===== config.mk =====
export PLATFORM = sky130hd
export DESIGN_NAME = servo_endstop_stall_search_top
export DESIGN_NICKNAME = d
export VERILOG_FILES = /design/src/rtl/sess_pkg.sv /design/src/rtl/sess_core.sv /design/src/rtl/sess_fifo.sv /design/src/rtl/servo_endstop_stall_search_top.sv
export VERILOG_INCLUDE_DIRS = /design/src /design/src/rtl
export SDC_FILE = /design/constraint.sdc
export NUM_CORES = 2
export LEC_CHECK = 0
export BUFFER_PORTS_ARGS = -buffer_cell sky130_fd_sc_hd__buf_2
export CAP_MARGIN = 20
export CORE_MARGIN = 2
export CORE_UTILIZATION = 40
export DETAILED_ROUTE_END_ITERATION = 12
export PLACE_DENSITY = 0.56
export RECOVER_POWER = 50
export SETUP_SLACK_MARGIN = 0.5
export SYNTH_ARGS = -nofsm -noshare
export SYNTH_HDL_FRONTEND = slang
export SYNTH_HIERARCHICAL = 1
export SYNTH_SLANG_ARGS = --single-unit

===== constraint.sdc =====
create_clock -name clk -period 22.7 [get_ports clk]
set_input_delay 2.27 -clock clk [delete_from_list [all_inputs] [get_ports clk]]
set_output_delay 2.27 -clock clk [all_outputs]
set_load 0.03 [all_outputs]

===== src/rtl/servo_endstop_stall_search_top_assert.svh =====
// Assertion macros for the servo end-stop stall search block.
// Included by the top level; define ASSERT_OFF to drop the checks.
`ifndef SERVO_ENDSTOP_STALL_SEARCH_TOP_ASSERT_SVH
`define SERVO_ENDSTOP_STALL_SEARCH_TOP_ASSERT_SVH
`ifndef ASSERT_OFF
`define SESS_ASSERT_RST(lbl, clk, rstn, prop, msg) \
  lbl: assert property (@(posedge clk) disable iff (!rstn) prop) else $error(msg);
`define SESS_ASSERT_ALWAYS(lbl, clk, prop, msg) \
  lbl: assert property (@(posedge clk) prop) else $error(msg);
`else
`define SESS_ASSERT_RST(lbl, clk, rstn, prop, msg)
`define SESS_ASSERT_ALWAYS(lbl, clk, prop, msg)
`endif
`endif


===== src/rtl/sess_pkg.sv =====
// Shared types, codes and step helpers of the servo end-stop stall search.
// No dependencies.
`timescale 1ns / 1ps

package sess_pkg;

  localparam int ANGLE_W    = 12;
  localparam int POS_W      = 14;
  localparam int CUR_W      = 16;
  localparam int STEP_W     = 10;
  localparam int FACT_W     = 8;
  localparam int CNT_W      = 6;
  localparam int KIND_W     = 2;
  localparam int MAX_RES    = 4;
  localparam int FIFO_DEPTH = 8;
  localparam int FIFO_AW    = 3;
  localparam int FIFO_CW    = 4;
  localparam int NRES_W     = 3;
  localparam int TDATA_W    = 88;
  localparam int CFG_IDX_W  = 3;
  localparam int CFG_DATA_W = 12;

  localparam logic [KIND_W-1:0] KIND_MOVE   = 2'd0;
  localparam logic [KIND_W-1:0] KIND_WINDOW = 2'd1;
  localparam logic [KIND_W-1:0] KIND_DONE   = 2'd2;

  localparam logic OP_START  = 1'b0;
  localparam logic OP_SAMPLE = 1'b1;

  localparam logic [CFG_IDX_W-1:0] REG_ANGLE_LOW  = 3'd0;
  localparam logic [CFG_IDX_W-1:0] REG_ANGLE_HIGH = 3'd1;
  localparam logic [CFG_IDX_W-1:0] REG_STEP_SIZE  = 3'd2;
  localparam logic [CFG_IDX_W-1:0] REG_STALL_FACT = 3'd3;
  localparam logic [CFG_IDX_W-1:0] REG_SAMPLES    = 3'd4;

  typedef struct packed {
    logic [KIND_W-1:0]       kind;
    logic [ANGLE_W-1:0]      pre;
    logic [ANGLE_W-1:0]      tgt;
    logic signed [POS_W-1:0] fmin;
    logic signed [POS_W-1:0] fmax;
    logic [CUR_W-1:0]        normal;
    logic [CUR_W-1:0]        stall;
    logic                    last;
  } result_t;

  typedef struct packed {
    logic [NRES_W-1:0]        n;
    result_t [MAX_RES-1:0]    res;
  } push_t;

  function automatic result_t mk_res(input logic [KIND_W-1:0] kind,
                                     input logic [ANGLE_W-1:0] pre,
                                     input logic [ANGLE_W-1:0] tgt);
    result_t r;
    r      = '0;
    r.kind = kind;
    r.pre  = pre;
    r.tgt  = tgt;
    return r;
  endfunction

  function automatic logic [ANGLE_W-1:0] step_down(input logic [ANGLE_W-1:0] x,
                                                   input logic [STEP_W-1:0]  eff,
                                                   input logic [ANGLE_W-1:0] lo);
    logic signed [POS_W-1:0] t;
    t = $signed({2'b00, x}) - $signed({4'b0000, eff});
    if (t < $signed({2'b00, lo})) return lo;
    return t[ANGLE_W-1:0];
  endfunction

  function automatic logic [ANGLE_W-1:0] step_up(input logic [ANGLE_W-1:0] x,
                                                 input logic [STEP_W-1:0]  eff,
                                                 input logic [ANGLE_W-1:0] hi);
    logic [ANGLE_W:0] t;
    t = {1'b0, x} + {3'b000, eff};
    if (t > {1'b0, hi}) return hi;
    return t[ANGLE_W-1:0];
  endfunction

endpackage


===== src/rtl/sess_core.sv =====
// Calibration sequencer: input register, config registers, search state
// and result list generation. Depends on sess_pkg.
`timescale 1ns / 1ps

module sess_core import sess_pkg::*; #(
  parameter int CURRENT_BITS = 16,
  parameter int SWING        = 200
) (
  input  logic                  clk,
  input  logic                  rst_n,
  input  logic                  cfg_wr_en,
  input  logic [CFG_IDX_W-1:0]  cfg_addr,
  input  logic [CFG_DATA_W-1:0] cfg_wdata,
  input  logic                  in_load,
  input  logic                  in_op,
  input  logic [CUR_W-1:0]      in_sample,
  output logic                  busy,
  output push_t                 push
);

  localparam logic [CUR_W-1:0] CUR_MASK = (CURRENT_BITS >= CUR_W) ? {CUR_W{1'b1}} :
      CUR_W'((32'd1 << CURRENT_BITS) - 32'd1);

  localparam logic [1:0] PH_IDLE   = 2'd0;
  localparam logic [1:0] PH_NORMAL = 2'd1;
  localparam logic [1:0] PH_DOWN   = 2'd2;
  localparam logic [1:0] PH_UP     = 2'd3;

  logic [ANGLE_W-1:0] low_r, high_r;
  logic [STEP_W-1:0]  step_size_r;
  logic [FACT_W-1:0]  fact_r;
  logic [CNT_W-1:0]   spw_r;

  logic               in_valid_r;
  logic               op_r;
  logic [CUR_W-1:0]   sample_r;

  logic [1:0]              phase_r, phase_nxt;
  logic [ANGLE_W-1:0]      step_r, step_nxt;
  logic [CUR_W-1:0]        peak_r, peak_nxt;
  logic [CNT_W-1:0]        cnt_r, cnt_nxt;
  logic [CUR_W-1:0]        normal_r, normal_nxt;
  logic [CUR_W-1:0]        stall_r, stall_nxt;
  logic signed [POS_W-1:0] min_r, min_nxt;
  logic signed [POS_W-1:0] max_r, max_nxt;

  logic [ANGLE_W:0]        csum;
  logic [ANGLE_W-1:0]      centre;
  logic [STEP_W-1:0]       eff;
  logic signed [POS_W-1:0] from_w;
  logic [ANGLE_W:0]        to_w;
  logic [ANGLE_W-1:0]      win_from, win_to;
  logic [CUR_W-1:0]        peak_new;
  logic [CNT_W-1:0]        cnt_inc;
  logic                    win_end;
  logic [23:0]             thr;
  logic [23:0]             pk16;
  logic                    stall_hit;
  logic [CUR_W:0]          stall_sum;
  logic [ANGLE_W-1:0]      dn_c, up_c, dn_s, up_s;
  logic [ANGLE_W-1:0]      min_sat;
  logic                    do_sd, do_su, do_fin;
  logic [NRES_W-1:0]       n;
  result_t [MAX_RES-1:0]   res;
  result_t                 done_res;

  assign csum     = {1'b0, low_r} + {1'b0, high_r};
  assign centre   = csum[ANGLE_W:1];
  assign eff      = (step_size_r == '0) ? STEP_W'(1) : step_size_r;
  assign from_w   = $signed({2'b00, centre}) - $signed(POS_W'(SWING));
  assign to_w     = {1'b0, centre} + (ANGLE_W+1)'(SWING);
  assign win_from = (from_w < $signed({2'b00, low_r})) ? low_r : from_w[ANGLE_W-1:0];
  assign win_to   = (to_w > {1'b0, high_r}) ? high_r : to_w[ANGLE_W-1:0];
  assign peak_new = (sample_r > peak_r) ? sample_r : peak_r;
  assign cnt_inc  = cnt_r + CNT_W'(1);
  assign win_end  = (cnt_inc >= spw_r);
  assign thr      = normal_r * fact_r;
  assign pk16     = {4'b0000, peak_new, 4'b0000};
  assign stall_hit = (pk16 > thr);
  assign stall_sum = {1'b0, stall_r} + {1'b0, peak_new};
  assign dn_c     = step_down(centre, eff, low_r);
  assign up_c     = step_up(centre, eff, high_r);
  assign dn_s     = step_down(step_r, eff, low_r);
  assign up_s     = step_up(step_r, eff, high_r);
  assign busy     = in_valid_r;

  always_comb begin
    phase_nxt  = phase_r;
    step_nxt   = step_r;
    peak_nxt   = peak_r;
    cnt_nxt    = cnt_r;
    normal_nxt = normal_r;
    stall_nxt  = stall_r;
    min_nxt    = min_r;
    max_nxt    = max_r;
    res        = '0;
    n          = '0;
    do_sd      = 1'b0;
    do_su      = 1'b0;
    do_fin     = 1'b0;
    min_sat    = '0;
    done_res   = '0;

    if (in_valid_r) begin
      if (op_r == OP_START) begin
        if (phase_r == PH_IDLE) begin
          res[0]    = mk_res(KIND_MOVE, '0, centre);
          res[1]    = mk_res(KIND_WINDOW, win_from, win_to);
          n         = NRES_W'(2);
          phase_nxt = PH_NORMAL;
          peak_nxt  = '0;
          cnt_nxt   = '0;
        end
      end else if (phase_r != PH_IDLE) begin
        peak_nxt = peak_new;
        cnt_nxt  = cnt_inc;
        if (win_end) begin
          unique case (phase_r)
            PH_NORMAL: begin
              normal_nxt = peak_new;
              do_sd      = 1'b1;
            end
            PH_DOWN: begin
              if (stall_hit) begin
                min_nxt   = $signed({2'b00, step_r}) + $signed({4'b0000, eff});
                stall_nxt = peak_new;
                do_su     = 1'b1;
              end else if (step_r > low_r) begin
                res[0]   = mk_res(KIND_WINDOW, step_r, dn_s);
                n        = NRES_W'(1);
                step_nxt = dn_s;
                peak_nxt = '0;
                cnt_nxt  = '0;
              end else begin
                min_nxt = $signed({2'b00, low_r});
                do_su   = 1'b1;
              end
            end
            PH_UP: begin
              if (stall_hit) begin
                max_nxt   = $signed({2'b00, step_r}) - $signed({4'b0000, eff});
                stall_nxt = stall_sum[CUR_W:1];
                do_fin    = 1'b1;
              end else if (step_r < high_r) begin
                res[0]   = mk_res(KIND_WINDOW, step_r, up_s);
                n        = NRES_W'(1);
                step_nxt = up_s;
                peak_nxt = '0;
                cnt_nxt  = '0;
              end else begin
                max_nxt = $signed({2'b00, high_r});
                do_fin  = 1'b1;
              end
            end
            default: begin
            end
          endcase
        end
      end
    end

    if (do_sd) begin
      res[n[1:0]] = mk_res(KIND_MOVE, '0, centre);
      n = n + NRES_W'(1);
      if (centre > low_r) begin
        res[n[1:0]] = mk_res(KIND_WINDOW, centre, dn_c);
        n         = n + NRES_W'(1);
        step_nxt  = dn_c;
        phase_nxt = PH_DOWN;
        peak_nxt  = '0;
        cnt_nxt   = '0;
      end else begin
        min_nxt = $signed({2'b00, low_r});
        do_su   = 1'b1;
      end
    end

    if (do_su) begin
      res[n[1:0]] = mk_res(KIND_MOVE, '0, centre);
      n = n + NRES_W'(1);
      if (centre < high_r) begin
        res[n[1:0]] = mk_res(KIND_WINDOW, centre, up_c);
        n         = n + NRES_W'(1);
        step_nxt  = up_c;
        phase_nxt = PH_UP;
        peak_nxt  = '0;
        cnt_nxt   = '0;
      end else begin
        max_nxt = $signed({2'b00, high_r});
        do_fin  = 1'b1;
      end
    end

    if (do_fin) begin
      if (min_nxt[POS_W-1]) begin
        min_sat = '0;
      end else if (min_nxt[ANGLE_W]) begin
        min_sat = {ANGLE_W{1'b1}};
      end else begin
        min_sat = min_nxt[ANGLE_W-1:0];
      end
      res[n[1:0]] = mk_res(KIND_MOVE, '0, min_sat);
      n = n + NRES_W'(1);
      done_res        = mk_res(KIND_DONE, '0, '0);
      done_res.fmin   = min_nxt;
      done_res.fmax   = max_nxt;
      done_res.normal = normal_nxt;
      done_res.stall  = stall_nxt;
      res[n[1:0]] = done_res;
      n = n + NRES_W'(1);
      phase_nxt = PH_IDLE;
    end

    if (n != '0) begin
      res[2'(n - NRES_W'(1))].last = 1'b1;
    end
  end

  assign push.n   = n;
  assign push.res = res;

  always_ff @(posedge clk) begin
    if (!rst_n) begin
      low_r       <= '0;
      high_r      <= ANGLE_W'(1800);
      step_size_r <= STEP_W'(50);
      fact_r      <= FACT_W'(24);
      spw_r       <= CNT_W'(20);
    end else if (cfg_wr_en) begin
      unique case (cfg_addr)
        REG_ANGLE_LOW:  low_r       <= cfg_wdata[ANGLE_W-1:0];
        REG_ANGLE_HIGH: high_r      <= cfg_wdata[ANGLE_W-1:0];
        REG_STEP_SIZE:  step_size_r <= cfg_wdata[STEP_W-1:0];
        REG_STALL_FACT: fact_r      <= cfg_wdata[FACT_W-1:0];
        REG_SAMPLES:    spw_r       <= cfg_wdata[CNT_W-1:0];
        default: begin
        end
      endcase
    end
  end

  always_ff @(posedge clk) begin
    if (!rst_n) begin
      in_valid_r <= 1'b0;
      phase_r    <= PH_IDLE;
      step_r     <= '0;
      peak_r     <= '0;
      cnt_r      <= '0;
      normal_r   <= CUR_W'(500);
      stall_r    <= CUR_W'(2000);
      min_r      <= '0;
      max_r      <= POS_W'(1800);
    end else begin
      in_valid_r <= in_load;
      phase_r    <= phase_nxt;
      step_r     <= step_nxt;
      peak_r     <= peak_nxt;
      cnt_r      <= cnt_nxt;
      normal_r   <= normal_nxt;
      stall_r    <= stall_nxt;
      min_r      <= min_nxt;
      max_r      <= max_nxt;
    end
  end

  always_ff @(posedge clk) begin
    if (in_load) begin
      op_r     <= in_op;
      sample_r <= in_sample & CUR_MASK;
    end
  end

endmodule


===== src/rtl/sess_fifo.sv =====
// Result queue: takes up to four results per cycle, hands out one per
// transaction. Depends on sess_pkg.
`timescale 1ns / 1ps

module sess_fifo import sess_pkg::*; (
  input  logic               clk,
  input  logic               rst_n,
  input  push_t              push,
  input  logic               pop,
  output logic               head_valid,
  output result_t            head,
  output logic [FIFO_CW-1:0] count
);

  result_t              mem [FIFO_DEPTH];
  logic [FIFO_AW-1:0]   wr_ptr_r, rd_ptr_r;
  logic [FIFO_CW-1:0]   cnt_r;

  assign head_valid = (cnt_r != '0);
  assign head       = mem[rd_ptr_r];
  assign count      = cnt_r;

  always_ff @(posedge clk) begin
    for (int i = 0; i < MAX_RES; i++) begin
      if (NRES_W'(i) < push.n) begin
        mem[FIFO_AW'(wr_ptr_r + FIFO_AW'(i))] <= push.res[i];
      end
    end
  end

  always_ff @(posedge clk) begin
    if (!rst_n) begin
      wr_ptr_r <= '0;
      rd_ptr_r <= '0;
      cnt_r    <= '0;
    end else begin
      wr_ptr_r <= wr_ptr_r + FIFO_AW'(push.n);
      if (pop) begin
        rd_ptr_r <= rd_ptr_r + FIFO_AW'(1);
      end
      cnt_r <= cnt_r + FIFO_CW'(push.n) - FIFO_CW'(pop);
    end
  end

endmodule


===== src/rtl/servo_endstop_stall_search_top.sv =====
// Top level of the servo end-stop stall search: core sequencer and
// result queue. Depends on sess_pkg, sess_core, sess_fifo and the assert header.
`timescale 1ns / 1ps
`include "servo_endstop_stall_search_top_assert.svh"

// Usage:
// - Program the five registers through cfg_wr_en/cfg_addr/cfg_wdata while
//   idle; a write lands at the clock edge where cfg_wr_en is high.
// - Send commands on the in_ stream: in_tuser selects start (0) or current
//   sample (1), in_tdata carries the sample.
// - Each input transaction yields zero to four results on the out_ stream;
//   out_tuser gives the result kind, out_tlast marks the final result
//   caused by that transaction.
// - The first result of an input transaction passes the input register, then
//   the result queue, before it is valid on out_tvalid.
// - Throughput: one input per cycle while in_tready is high; a sample that
//   does not close a window yields nothing. The output side moves one result
//   per cycle while out_tready is high.
// - in_tready drops while the queued results plus those of the transaction
//   in the input register exceed four; a stalled receiver therefore backs
//   up the input side after at most two bursts.
// - Synchronous reset: registers return to defaults, search goes idle,
//   queue empties. No clearing pass.

module servo_endstop_stall_search_top import sess_pkg::*; #(
  parameter int CURRENT_BITS = 16,
  parameter int SWING        = 200
) (
  input  logic                  clk,
  input  logic                  rst_n,
  input  logic                  cfg_wr_en,
  input  logic [CFG_IDX_W-1:0]  cfg_addr,
  input  logic [CFG_DATA_W-1:0] cfg_wdata,
  input  logic                  in_tvalid,
  output logic                  in_tready,
  input  logic [CUR_W-1:0]      in_tdata,   // [15:0] current_sample
  input  logic                  in_tuser,   // [0] opcode
  output logic                  out_tvalid,
  input  logic                  out_tready,
  // [11:0] pre_angle, [23:12] target_angle, [37:24] found_min,
  // [51:38] found_max, [67:52] normal_level, [83:68] stall_level,
  // [87:84] zero
  output logic [TDATA_W-1:0]    out_tdata,
  output logic [KIND_W-1:0]     out_tuser,  // [1:0] result_kind
  output logic                  out_tlast
);

  logic               core_busy;
  push_t              core_push;
  logic               fifo_valid;
  result_t            fifo_head;
  logic [FIFO_CW-1:0] fifo_cnt;
  logic [FIFO_CW-1:0] pend;
  logic               in_accept;
  logic               pop;

  assign pend      = fifo_cnt + (core_busy ? FIFO_CW'(core_push.n) : '0);
  assign in_tready = (pend <= FIFO_CW'(FIFO_DEPTH - MAX_RES));
  assign in_accept = in_tvalid & in_tready;
  assign pop       = fifo_valid & out_tready;

  sess_core #(
    .CURRENT_BITS (CURRENT_BITS),
    .SWING        (SWING)
  ) u_core (
    .clk       (clk),
    .rst_n     (rst_n),
    .cfg_wr_en (cfg_wr_en),
    .cfg_addr  (cfg_addr),
    .cfg_wdata (cfg_wdata),
    .in_load   (in_accept),
    .in_op     (in_tuser),
    .in_sample (in_tdata),
    .busy      (core_busy),
    .push      (core_push)
  );

  sess_fifo u_fifo (
    .clk        (clk),
    .rst_n      (rst_n),
    .push       (core_push),
    .pop        (pop),
    .head_valid (fifo_valid),
    .head       (fifo_head),
    .count      (fifo_cnt)
  );

  assign out_tvalid = fifo_valid;
  assign out_tlast  = fifo_head.last;
  assign out_tuser  = fifo_head.kind;
  assign out_tdata  = {4'b0000, fifo_head.stall, fifo_head.normal, fifo_head.fmax,
                       fifo_head.fmin, fifo_head.tgt, fifo_head.pre};

  `SESS_ASSERT_RST(a_queue_no_overflow, clk, rst_n, fifo_cnt <= FIFO_CW'(FIFO_DEPTH), "result queue overflow")
  `SESS_ASSERT_RST(a_pop_count, clk, rst_n, (pop && core_push.n == '0) |=> (fifo_cnt == $past(fifo_cnt) - FIFO_CW'(1)), "queue count lost a transaction")
  `SESS_ASSERT_ALWAYS(a_reset_empty, clk, (!rst_n) |=> (!out_tvalid), "results present after reset")

endmodule


==> impl_metrics.py <==
metrics = {
    "status": {
        "outcome": "complete, but fails checks",
        "failed_checks": "max-capacitance violations, max-slew violations",
    },
    "synthesis": {
        "instance_count_of_the_mapped_netlist": 7746,
        "mean_area_per_synthesized_cell_um2": 8.70,
        "syn_area_um2": 67400,
        "netlist-cell-type-count": 98,
        "synth_top_flop_cell": "sky130_fd_sc_hd__edfxtp_1",
        "synth_async_sr_flop_share_pct": 0,
        "ys_seq_area_share_pct": 36.4,
        "synth-edff-count": 713,
        "ff_latch_count_synth": 869,
        "synth_warnings": 6,
    },
    "worst_setup_path": {
        "path_delay_family": "simple AND/OR/NAND/NOR gates",
        "slowest_stage": "sky130_fd_sc_hd__and2_0",
        "cp.buffers_inverters": 5,
        "worst-r2r-cell-count": 37,
        "timing.critical_path.required_ns": 23.13,
        "critical_path.reg2reg.endpoint": "u_fifo/mem[3][53]",
        "cp_slowest_stage_delay_ns": 2.17,
        "worstSetupEndpointType": "flip-flop",
        "setup.reg_to_reg.worst_slack_ns": 3.72,
        "critical_path_depth": 37,
        "worst_setup_path_start_kind": "flip-flop",
        "cp-startpoint": "u_core/sample_r[1]",
        "setup.worst_path.class": "reg2reg",
        "crit_arrival_ns": 19.41,
        "crit_end": "u_fifo/mem[3][53]",
        "crit_fanout": 59,
        "timing.rr.start": "u_core/sample_r[1]",
    },
    "die": {
        "fp.coreArea_um2": 167000,
        "start_util_pct": 40.3,
        "die_x_um": 415,
        "die_height_um": 415,
        "core.rowCount": 150,
        "fp.dieArea_um2": 172000,
        "number_of_primary_i_o_pins": 130,
    },
    "timing": {
        "timing.slew.headroom_pct": -569,
        "setup_repair_after_global_routing_missed_its_margin": "no",
        "clock-skew-final_ns": 0.0555,
        "timing_worst_slew_pin_value_ns": 10.03,
        "maxSlewViolCount": 885,
        "setup_tns_ns": 0,
        "achievable_frequency_ghz": 0.0527,
        "share_of_the_clock_period_used_by_the_worst_path_after_layout_pct": 83.6,
        "setup_viol": 0,
        "timing.final.hold_violations": 0,
        "final.min_clock_period_ns": 18.98,
    },
    "cts": {
        "clockRootBuffer": "sky130_fd_sc_hd__clkbuf_16",
        "cts-htree-levels": 3,
        "cts_inserted_buffers": 104,
        "ctsHoldBuffers": 0,
        "clock_latency_ns": 0.76,
        "cts_post_setup_buffers_inserted": 0,
        "clkTransAtPathRegs_ns": 0.06,
        "post_cts_resized": 0,
        "numClockSinks": 869,
        "cts_tree": "done",
        "clockBufferDepth": 3,
    },
    "power": {
        "power_density_nw_per_um2": 68.1,
        "irDropWorstVdd_uv": 69.5,
        "p_leak_nw": 26.3,
        "pwr-share-seq_pct": 37.0,
        "internal_power_mw": 3.20,
        "clock_power_share_pct": 34.4,
        "netSwitchingFraction_pct": 34.4,
        "switching_power_mw": 1.68,
        "share_comb_of_total_power_pct": 28.6,
    },
    "grt": {
        "groute.layer.met1.usage_pct": 45.5,
        "grt_busiest_layer": "met2",
        "overflow": 0,
        "initial_antenna_violation_count": 13,
        "grt_first_pass_wirelength_um": 450000,
        "grt_util_met2_pct": 51.9,
        "grtUsageMet3_pct": 9.71,
        "grt_max_degree": 130,
        "track_usage_pct": 35.3,
        "first_global_vias": 62788,
    },
    "detailed_routing": {
        "initialDrtViolationCount": 10563,
        "detail_route.wl_per_cell_um": 33.3,
        "vias": 65910,
        "routed_wire_length_um": 316000,
        "drcViolationCount": 0,
        "dr.pass1.iters": 8,
        "post_route_ant_nets": 0,
        "via_density": 6.95,
    },
    "min_path": {
        "whs_path_depth": 2,
        "hold_path_class": "reg2reg",
    },
    "placement": {
        "place.port_buffers": 125,
        "hpwlAfterDp_um": 187000,
        "gpl.final_weighted_congestion": 0.974,
    },
    "finish": {
        "drive_gt1_share_pct": 9.79,
        "finalNetCount": 7611,
        "post-route-util_pct": 42.8,
        "final_common_cell": "sky130_fd_sc_hd__nand2_1",
        "area.growth.synth_to_final_pct": 6.17,
        "final_cell_mix": "sky130_fd_sc_hd__nand2_1, sky130_fd_sc_hd__o22ai_1, sky130_fd_sc_hd__edfxtp_1",
    },
    "run": {
        "maxCapViolCount": 34,
    },
}
## state kept, by name (all words and copies together), names as in the netlist, 4 cells and up, named ones only
| signal | flops |
|---|---|
| u_core/cnt_r | 6 |
| u_core/max_r | 12 |
| u_core/spw_r | 6 |
| u_core/normal_r | 16 |
| u_fifo/count | 4 |
| u_core/low_r | 12 |
| u_core/sample_r | 16 |
| u_core/fact_r | 8 |
| u_fifo/mem | 696 |
| u_core/step_size_r | 10 |
| u_core/stall_r | 16 |
| u_core/step_r | 12 |
| u_core/min_r | 14 |
| u_core/peak_r | 16 |
| u_core/high_r | 12 |
## Yosys cell counts (22+ instances only)
library cell	number	area, µm²
sky130_fd_sc_hd__nor3_1	58	290
sky130_fd_sc_hd__and2_1	154	963
sky130_fd_sc_hd__a21oi_1	340	1700
sky130_fd_sc_hd__a221oi_1	22	193
sky130_fd_sc_hd__xor2_1	38	333
sky130_fd_sc_hd__o21a_1	42	315
sky130_fd_sc_hd__a31oi_1	624	3900
sky130_fd_sc_hd__mux2_2	102	1150
sky130_fd_sc_hd__edfxtp_1	713	21400
sky130_fd_sc_hd__clkbuf_2	52	260
sky130_fd_sc_hd__mux4_2	174	3920
sky130_fd_sc_hd__inv_1	227	852
sky130_fd_sc_hd__nand4_1	27	169
sky130_fd_sc_hd__nor2_1	488	1830
sky130_fd_sc_hd__or3_1	22	138
sky130_fd_sc_hd__nor2b_1	35	219
sky130_fd_sc_hd__o211ai_1	31	233
sky130_fd_sc_hd__buf_1	260	976
sky130_fd_sc_hd__xnor2_1	61	534
sky130_fd_sc_hd__o22ai_1	753	4710
sky130_fd_sc_hd__a211oi_1	47	353
sky130_fd_sc_hd__a22oi_1	31	233
sky130_fd_sc_hd__nand2_1	1487	5580
sky130_fd_sc_hd__a21o_1	45	338
sky130_fd_sc_hd__ha_1	284	3550
sky130_fd_sc_hd__o21ai_0	158	791
sky130_fd_sc_hd__clkbuf_1	466	1750
sky130_fd_sc_hd__dfxtp_1	156	3120
sky130_fd_sc_hd__fa_1	93	1860
sky130_fd_sc_hd__mux2i_1	165	1650
sky130_fd_sc_hd__nand3_1	57	285
sky130_fd_sc_hd__buf_2	165	826
## metal layers
metal / routed length (µm) / vias up
met2: 133000 / 5619
met5: 78 / -
met3: 43100 / 1346
met4: 23900 / 12
li1: - / 27282
met1: 116000 / 31651
## layout make-up
class	instances	area (µm²)
clock buffer	132	2820
sequential	869	24500
multi-input combinational	5670	38100
antenna	2	5.00
tap	2204	2760
timing repair buffer	312	1920
inverter	240	902
clock inverter	58	503
fill	16191	95600
## worst min-delay path by stage
stage                          start                    end
3_5_place_dp         u_core/spw_r[3]        u_core/spw_r[3]
2_1_floorplan  u_core/step_size_r[0]  u_core/step_size_r[0]
6_report             u_core/spw_r[3]        u_core/spw_r[3]
3_3_place_gp         u_core/spw_r[3]        u_core/spw_r[3]
5_1_grt              u_core/spw_r[1]        u_core/spw_r[1]
4_1_cts              u_core/spw_r[3]        u_core/spw_r[3]
## power groups by stage
stage               logic, mW  clock network (mW)  registers [mW]
floorplan               0.921                   0            1.81
global placement         1.36                   0            1.83
detailed placement       1.37                   0            1.83
CTS                      1.37                1.68            1.80
global route             1.47                1.74            1.81
finish                   1.40                1.67            1.80
## cells by family after synthesis
logic type / after synthesis / synth area share [%]
simple gates: 2447 / 15.3
xor+xnor: 102 / 1.39
buf+inv: 1219 / 7.47
compound gates: 2286 / 21.4
flops: 869 / 36.4
other cells: 2 / 0.0111
mux: 442 / 9.98
fa+ha+maj: 379 / 8.06
## stage by stage
stage	total power, mW	setup slack (ns)	area (µm²)	cells	hold WS (ns)
after floorplan	2.74	2.76	67500	7758	0.436
after global placement	3.19	7.89	68400	9278	0.478
after detailed placement	3.20	7.54	68500	9286	0.486
after CTS	4.86	6.69	71800	9476	0.501
after global routing	5.02	2.97	71600	9485	0.511
final	4.87	3.72	71600	9487	0.500
## worst reg2reg max path: cells and delay by family, from the launching register on
family                   cells  cell delay [ns]
buffers and inverters        5             3.33
adder cells (fa/ha/maj)      4             1.77
flip-flops                   1             0.44
multiplexers                 1             0.82
AO/OA/AOI/OAI               16             5.04
AND/OR/NAND/NOR              9             6.92
XOR/XNOR                     2             0.36
Power figures use the tool's default switching activity.
